==> src/rtl/sdft_pkg.sv <==
`default_nettype none

package sdft_pkg;

  localparam int SEGMENTS  = 10;
  localparam int NUM_VERTS = 3 * SEGMENTS;
  localparam int K_W       = $clog2(NUM_VERTS);
  localparam int SEG_W     = $clog2(SEGMENTS);
  localparam int SEGC_W    = $clog2(SEGMENTS + 1);

  localparam logic [15:0] SCALE_RESET = 16'd4096;

  localparam int SQRT_STEPS = 31;
  localparam int DIV_STEPS  = 31;
  localparam int FIFO_DEPTH = 2;

  localparam longint unsigned Q30_ONE     = 64'd1073741824;
  localparam longint unsigned Q30_HALF    = 64'd536870912;
  localparam longint unsigned HALF_PI_Q30 = 64'd1686629713;

  typedef struct packed {
    logic signed [31:0] cen_x;
    logic signed [31:0] cen_y;
    logic signed [31:0] cen_z;
    logic signed [15:0] nrm_x;
    logic signed [15:0] nrm_y;
    logic signed [15:0] nrm_z;
    logic [35:0]        radius;
    logic signed [31:0] p0;
    logic signed [31:0] p2;
    logic signed [32:0] q0;
    logic signed [32:0] q1;
    logic signed [32:0] q2;
    logic               degen;
  } disk_t;

  typedef logic [SEGMENTS-1:0][63:0] trig_tab_t;

  function automatic longint unsigned mulq30(longint unsigned a, longint unsigned b);
    return (a * b + Q30_HALF) >> 30;
  endfunction

  function automatic trig_tab_t build_trig();
    trig_tab_t tab;
    longint unsigned ph, f, x, x2, ts, tc, sv, cv;
    longint c0, s0, c, s;
    logic swap;
    longint unsigned quad;
    tab = '0;
    for (int i = 0; i < SEGMENTS; i++) begin
      ph   = (((longint'(i)) << 32) + SEGMENTS / 2) / SEGMENTS;
      ph   = ph & 64'hFFFF_FFFF;
      quad = (ph >> 30) & 64'd3;
      f    = ph & (Q30_ONE - 64'd1);
      swap = (f > Q30_HALF);
      if (swap) begin
        f = Q30_ONE - f;
      end
      x  = (f * HALF_PI_Q30 + Q30_HALF) >> 30;
      x2 = mulq30(x, x);
      ts = Q30_ONE;
      ts = Q30_ONE - mulq30(x2, ts) / 72;
      ts = Q30_ONE - mulq30(x2, ts) / 42;
      ts = Q30_ONE - mulq30(x2, ts) / 20;
      ts = Q30_ONE - mulq30(x2, ts) / 6;
      sv = mulq30(x, ts);
      tc = Q30_ONE;
      tc = Q30_ONE - mulq30(x2, tc) / 90;
      tc = Q30_ONE - mulq30(x2, tc) / 56;
      tc = Q30_ONE - mulq30(x2, tc) / 30;
      tc = Q30_ONE - mulq30(x2, tc) / 12;
      tc = Q30_ONE - mulq30(x2, tc) / 2;
      cv = tc;
      c0 = swap ? longint'(sv) : longint'(cv);
      s0 = swap ? longint'(cv) : longint'(sv);
      case (quad)
        64'd0: begin c = c0;  s = s0;  end
        64'd1: begin c = -s0; s = c0;  end
        64'd2: begin c = -c0; s = -s0; end
        default: begin c = s0; s = -c0; end
      endcase
      tab[i] = {c[31:0], s[31:0]};
    end
    return tab;
  endfunction

  localparam trig_tab_t TRIG_TAB = build_trig();

endpackage

`default_nettype wire

==> src/rtl/sdft_fifo.sv <==
`default_nettype none

module sdft_fifo (
  input  logic            clk_i,
  input  logic            rst_ni,
  input  logic            push_i,
  input  sdft_pkg::disk_t data_i,
  output logic            full_o,
  input  logic            pop_i,
  output sdft_pkg::disk_t data_o,
  output logic            empty_o
);

  localparam int PTR_W = $clog2(sdft_pkg::FIFO_DEPTH);
  localparam int CNT_W = $clog2(sdft_pkg::FIFO_DEPTH + 1);

  sdft_pkg::disk_t mem_q [sdft_pkg::FIFO_DEPTH];
  logic [PTR_W-1:0] wp_q, wp_d, rp_q, rp_d;
  logic [CNT_W-1:0] cnt_q, cnt_d;
  logic do_push, do_pop;

  assign full_o  = (cnt_q == CNT_W'(sdft_pkg::FIFO_DEPTH));
  assign empty_o = (cnt_q == '0);
  assign do_push = push_i && !full_o;
  assign do_pop  = pop_i && !empty_o;
  assign data_o  = mem_q[rp_q];

  always_comb begin
    wp_d  = wp_q;
    rp_d  = rp_q;
    cnt_d = cnt_q;
    if (do_push) begin
      wp_d = (wp_q == PTR_W'(sdft_pkg::FIFO_DEPTH - 1)) ? '0 : wp_q + PTR_W'(1);
    end
    if (do_pop) begin
      rp_d = (rp_q == PTR_W'(sdft_pkg::FIFO_DEPTH - 1)) ? '0 : rp_q + PTR_W'(1);
    end
    if (do_push && !do_pop) begin
      cnt_d = cnt_q + CNT_W'(1);
    end else if (do_pop && !do_push) begin
      cnt_d = cnt_q - CNT_W'(1);
    end
  end

  always_ff @(posedge clk_i or negedge rst_ni) begin
    if (!rst_ni) begin
      wp_q  <= '0;
      rp_q  <= '0;
      cnt_q <= '0;
    end else begin
      wp_q  <= wp_d;
      rp_q  <= rp_d;
      cnt_q <= cnt_d;
    end
  end

  always_ff @(posedge clk_i) begin
    if (do_push) begin
      mem_q[wp_q] <= data_i;
    end
  end

endmodule

`default_nettype wire

==> config.mk <==
export PLATFORM = sky130hd
export DESIGN_NAME = sdft_fifo
export DESIGN_NICKNAME = d
export VERILOG_FILES = /design/src/rtl/sdft_pkg.sv /design/src/rtl/sdft_fifo.sv
export SDC_FILE = /design/constraint.sdc
export NUM_CORES = 1
export LEC_CHECK = 0
export ABC_AREA = 1
export CORE_AREA = 2 2 272 274
export CTS_CLUSTER_DIAMETER = 30
export DETAILED_ROUTE_END_ITERATION = 16
export DIE_AREA = 0 0 274 276
export DONT_BUFFER_PORTS = 1
export HOLD_SLACK_MARGIN = 0.05
export PLACE_DENSITY = 0.54
export SLEW_MARGIN = 20
export SYNTH_ARGS = -nofsm -noshare
export SYNTH_HDL_FRONTEND = slang
export SYNTH_SLANG_ARGS = --single-unit
==> constraint.sdc <==
create_clock -name clk_i -period 19.4 [get_ports clk_i]
set_clock_uncertainty 0.15 [all_clocks]
set_input_delay 1.94 -clock clk_i [delete_from_list [all_inputs] [get_ports clk_i]]
set_output_delay 1.94 -clock clk_i [all_outputs]
set_load 0.02 [all_outputs]
## Word-level counts from Yosys, hierarchy flattened

Memory sizes are Yosys's and may differ from the RTL's.
Cells that the tools add are included.

| operators by class | value |
|---|---|
| add/sub/neg operators | 4 |
| $mul | 0 |
| div/mod/pow operators | 0 |
| magnitude comparators | 0 |
| equal/unequal tests | 1 |
| shifts and indexed selects | 0 |
| mux-type cells | 6 |
| bitwise operators | 0 |
| reduce and logical (&&, ||, !) cells | 10 |

Operator list:

| kind | number |
|---|---|
| $logic_and 1x1->1 | 4 |
| $logic_not 1->1 | 4 |
| $mux 1 | 4 |
| $mux 2 | 2 |
| $add 1x1->1 const B | 2 |
| $add 2x1->2 const B | 1 |
| $eq 2x2->1 const B | 1 |
| $logic_not 2->1 | 1 |
| $reduce_bool 2->1 | 1 |
| $sub 2x1->2 const B | 1 |

| storage, ports and cells | value |
|---|---|
| bits in registers | 4 |
| latch bits | 0 |
| RAM bits | 688 |
| ROM bits | 0 |
| output and inout bits | 346 |
| logic and storage cells | 25 |
| memories kept | 1 |

Memories:

| memory | words | bits a word | rd ports | clocked after memory_dff | write ports | line | text |
|---|---|---|---|---|---|---|---|
| mem_q | 2 | 344 | 1 | 0 | 1 | sdft_fifo.sv:17 | `sdft_pkg::disk_t mem_q [sdft_pkg::FIFO_DEPTH];` |

## Depth between registers and ports, before layout

| logic depth | value |
|---|---|
| depth in word-level cells | 7 |
| gate-level depth with buffers | 9 |
| mapped depth without buffers | 9 |

## Worst setup path after synthesis

Ideal clock, no wire load.

| path | value |
|---|---|
| path kind | in2reg |
| start | input port push_i |
| end | memory mem_q[1][0] (netlist bit), enable pin |
| library setup time | 1.057 ns |
| arrival time | 16.282 ns |
| setup slack | 1.911 ns |
| stages | 2 |
| cells stage by stage | o21ai_0 nor2_1 |

| between the ends | value |
|---|---|
| word-level cells in the longest chain between the ends | 3 |

Ends and longest elaborated chain:

| what | line | text |
|---|---|---|
| from (decl) | sdft_fifo.sv:6 | `input logic push_i,` |
| $logic_and 1x1->1 | sdft_fifo.sv:24 | `assign do_push = push_i && !full_o;` |
| $mux 1 | sdft_fifo.sv:58 | `if (do_push) begin` |
| $mux 1 (implied by the code) | sdft_fifo.sv:59 | `mem_q[wp_q] <= data_i;` |
| to (decl) | sdft_fifo.sv:17 |  |

No other way between the ends.

==> summary by stage <==
Floorplanning
The number of rows created at floorplan is 99. The effective utilization at floorplan is 34.7%. The die extent in x is 274 um. Pin placement for this block handled between 600 and 700 I/O pins. The region available for standard cell placement spans 72600 um^2.

The height of the die is roughly 280 um. The die footprint is 75600 um^2.

Synth
Summing the areas of all compound-gate instances in the mapped netlist gives less than 1% of the synthesized area. The Yosys step of the flow raised 0 warnings. Summing the areas of all and, or, nand and nor instances in the mapped netlist gives 15.7% of the synthesized area. After synthesis, the largest family of logic cells by area is simple AND/OR/NAND/NOR gates. The xor/xnor cell area share of the yosys netlist is 0.0348%. After synthesis the netlist holds a flip-flop and latch count of 692. After synthesis, flip-flops and latches occupy 82.5% of the total area. The adder-cell share of the synthesized area is less than 1%. After technology mapping, the gate count stands at ~1800. In this run the cell area of the synthesized design comes to 25200 um^2. The total nets after synthesis is 2177. Of the post-synthesis cell area, the part taken by muxes is 0%. The count of distinct cell types in the synthesized netlist is 15. The post-synthesis area per instance is 13.8 um^2.

Worst setup path
The startpoint type of the worst setup path is a flip-flop. Counting cells, the worst reg-to-reg path comes to 6. The standard cell with the maximum stage delay on the critical path is sky130_fd_sc_hd__buf_4.

The register-to-register setup slack is 16090 ps. The critical path goes through inv_8 > buf_4 > buf_4 > nand2_1 > nand2_1. The data required time of the worst path is 17310 ps. In this design, the stage delay of the slowest critical-path cell is around 840 ps.

The type of the setup path with the least slack is flip-flop to output pin. The critical register-to-register path startpoint is cnt_q[1]. For the worst setup path, the data arrival time is 4220 ps. The maximum fanout count along the critical path is 129. In this run the critical register-to-register path is captured at mem_q[0][235]. The worst setup path is captured at an output pin.

STA
Setup repair after global routing left no endpoint under its margin. The maximum clock frequency is 0.158 GHz. The shortest period the worst path allows is 6310 ps. The hold violation count in the final report was 0. The total count of max-transition violations in the final report is 0. Setup violations remaining at the end of the flow were counted as 0. The transition time at the pin with the least slew margin is 1320 ps. In the post-route analysis, the smallest setup slack over all paths is 13090 ps. The worst hold slack is 337 ps.

The normalized max-slew margin is 12.1%. The ratio of final minimum period to clock period is 32.5%. Adding up every negative setup slack in the final design gives 0 ps.

Drt
The per-cell routed wire length is 20.3 um. For this block, wires on met1 add up to around 19 mm. The number of DRC violations after detailed routing is 0. The top metal layer carrying routed signals is met5.

Detailed routing inserted a total of roughly 14000 vias. In the routed layout, each cell is associated on average with a via count of around 4.6. The number of detailed-routing iterations run before antenna repair is 5. The routed length on met3 is around 7.6 mm.

The first routing iteration left 994 violations. Wire segments on met2 add up to 30.4 mm in the final route. The detail route stage leaves a number of antenna-violating nets equal to 0. The total length of routed wires is 59.7 mm.

Cells and area
The ratio of cells with drive above 1 in the final layout is roughly a tenth. The sequential cell area in the final layout is 20800 um^2. The number of nets in the finished design is 2232. At the end of the flow the core is filled with cells to a little over two fifths. The library cells used most frequently in the layout, excluding fill and tap cells, are sky130_fd_sc_hd__nand2_1, sky130_fd_sc_hd__edfxtp_1, sky130_fd_sc_hd__clkbuf_16, sky130_fd_sc_hd__clkinv_1, sky130_fd_sc_hd__clkinv_4. Leaving out fill and tap cells, the most frequent cell in the layout is sky130_fd_sc_hd__nand2_1.

The area growth from synthesis to layout is 20.2%. The final standard cell count with taps included and fillers excluded is 2947. The design area is just over 30000 um^2. In the final layout, the multi-input gates occupy roughly 4000 um^2. After filler insertion, the fill cell instance count of the layout stands at approximately 6600.

Pwr
The clock share of power is a little over a third. The share of total power in combinational logic is between 20% and 30%. The internal power is 3.60 mW. The proportion of total power due to net switching is a little over a third.

Summed over all nets, the switching power comes to about 2.1 mW. The worst vdd rail ir drop is 0.116 mV. The design draws 5.66 mW. The share of total power dissipated in sequential elements is 37.8%. Dividing total power by cell area gives a power density of 187 nW/um^2. For this design the static power due to leakage is 11.6 nW.

Clock tree
At the later pin of the worst-skew pair, clock insertion delay measures 640 ps. The tree is rooted in a sky130_fd_sc_hd__clkbuf_16. The clock drives 692 sinks. TritonCTS built the clock tree. The longest clock path from root to sink contains 3 buffers. The number of levels in the clock H-tree is 3.

The number of hold buffers added after cts is 0. Gates resized during post-CTS repair numbered 0. Buffers inserted during clock tree synthesis total 119. The CTS clock-pin slew for the worst setup and hold paths is 50 ps. The number of setup buffers added after CTS is 0.

Global route
The initial antenna violation count came to 4. The largest net degree at the start of global routing is 203. For this run, the total global-route usage over all layers was measured as roughly 15%.

The overflow left after global routing is 0. The number of global-route vias before repair was 13600. The global-route wire length before repair is roughly 86 mm.

Job
The max-cap violation count is 0.

Place
The cell total after placement is 2720. The HPWL after detailed placement is 38.9 mm. Prior to clock tree synthesis, the placed netlist has a worst setup slack of 13760 ps. Routability-driven placement finished with a final weighted congestion of 0.826. In this run the cell area measured after placement is 26100 um^2. The number of buffers added on ports is 0.

Hold path
The class of the tightest hold or removal check is flip-flop to flip-flop. Counting instances, the worst hold path has a depth of 2. The start point of the worst hold path is wp_q. For hold timing, the worst endpoint is wp_q.

Status
The run finished with clean final reports.
## cell usage after synthesis
library cell               instances  area share (%)
sky130_fd_sc_hd__nand3_1           1           0.020
sky130_fd_sc_hd__clkbuf_1          5           0.075
sky130_fd_sc_hd__nand2_1        1041              16
sky130_fd_sc_hd__nor2_1            4           0.060
sky130_fd_sc_hd__edfxtp_1        688              82
sky130_fd_sc_hd__dfrtp_1           4            0.40
sky130_fd_sc_hd__buf_4            10            0.30
sky130_fd_sc_hd__nand3b_1          1           0.030
sky130_fd_sc_hd__inv_2             1           0.015
sky130_fd_sc_hd__ha_1              1           0.050
sky130_fd_sc_hd__xnor2_1           1           0.035
sky130_fd_sc_hd__inv_1             7            0.10
sky130_fd_sc_hd__o21ai_0           2           0.040
sky130_fd_sc_hd__buf_2            61             1.2
sky130_fd_sc_hd__nand4_1           1           0.025
## worst max path at each step
stage / slack [ps] / end / from
6_report: 13090 / data_o[197] / rp_q
2_1_floorplan: 1910 / mem_q[1][0] / push_i
3_3_place_gp: 13940 / data_o[193] / rp_q
3_5_place_dp: 13760 / data_o[197] / rp_q
5_1_grt: 12810 / data_o[58] / rp_q
4_1_cts: 13050 / data_o[197] / rp_q
## sequential cells by signal, indices dropped and copies added (netlist names)
register,flops
rp_q,1
mem_q,688
cnt_q,2
wp_q,1
## kinds of logic (layout without fill, tap and decap cells)
group,Yosys count,after routing
simple gates,1048,1048
fa+ha+maj,1,1
compound gates,2,2
xor+xnor,1,1
flops,692,692
other cells,0,2
buf+inv,84,242
## per-layer routing
metal | vias to the layer above | track usage, %
li1 | 6344 | -
met1 | 6496 | 15.0
met2 | 609 | 26.0
met3 | 128 | 8.31
met4 | 6 | 6.51
met5 | - | 0
## layout make-up
class | count | share of cell area, %
timing repair buffer | 10 | 0.480
multi-input combinational | 1052 | 13.2
clock buffer | 131 | 10.1
inverter | 8 | 0.149
sequential | 692 | 68.6
tap | 959 | 3.97
antenna | 2 | 0.0165
clock inverter | 93 | 3.53
## power groups by stage
stage / Combinational [mW] / Clock (mW) / Sequential, mW
final: 1.45 / 2.07 / 2.14
after global routing: 1.58 / 2.19 / 2.17
after CTS: 1.48 / 2.11 / 2.14
after detailed placement: 1.48 / 0 / 2.17
after global placement: 1.47 / 0 / 2.16
after floorplan: 1.16 / 0 / 2.29
## critical path: cells and delay by family, from the launching register on
kind	cells	cell delay [ps]
DFF	1	700
buffers and inverters	3	2210
and+or+nand+nor	2	370
(Power assumes the default switching activity.)
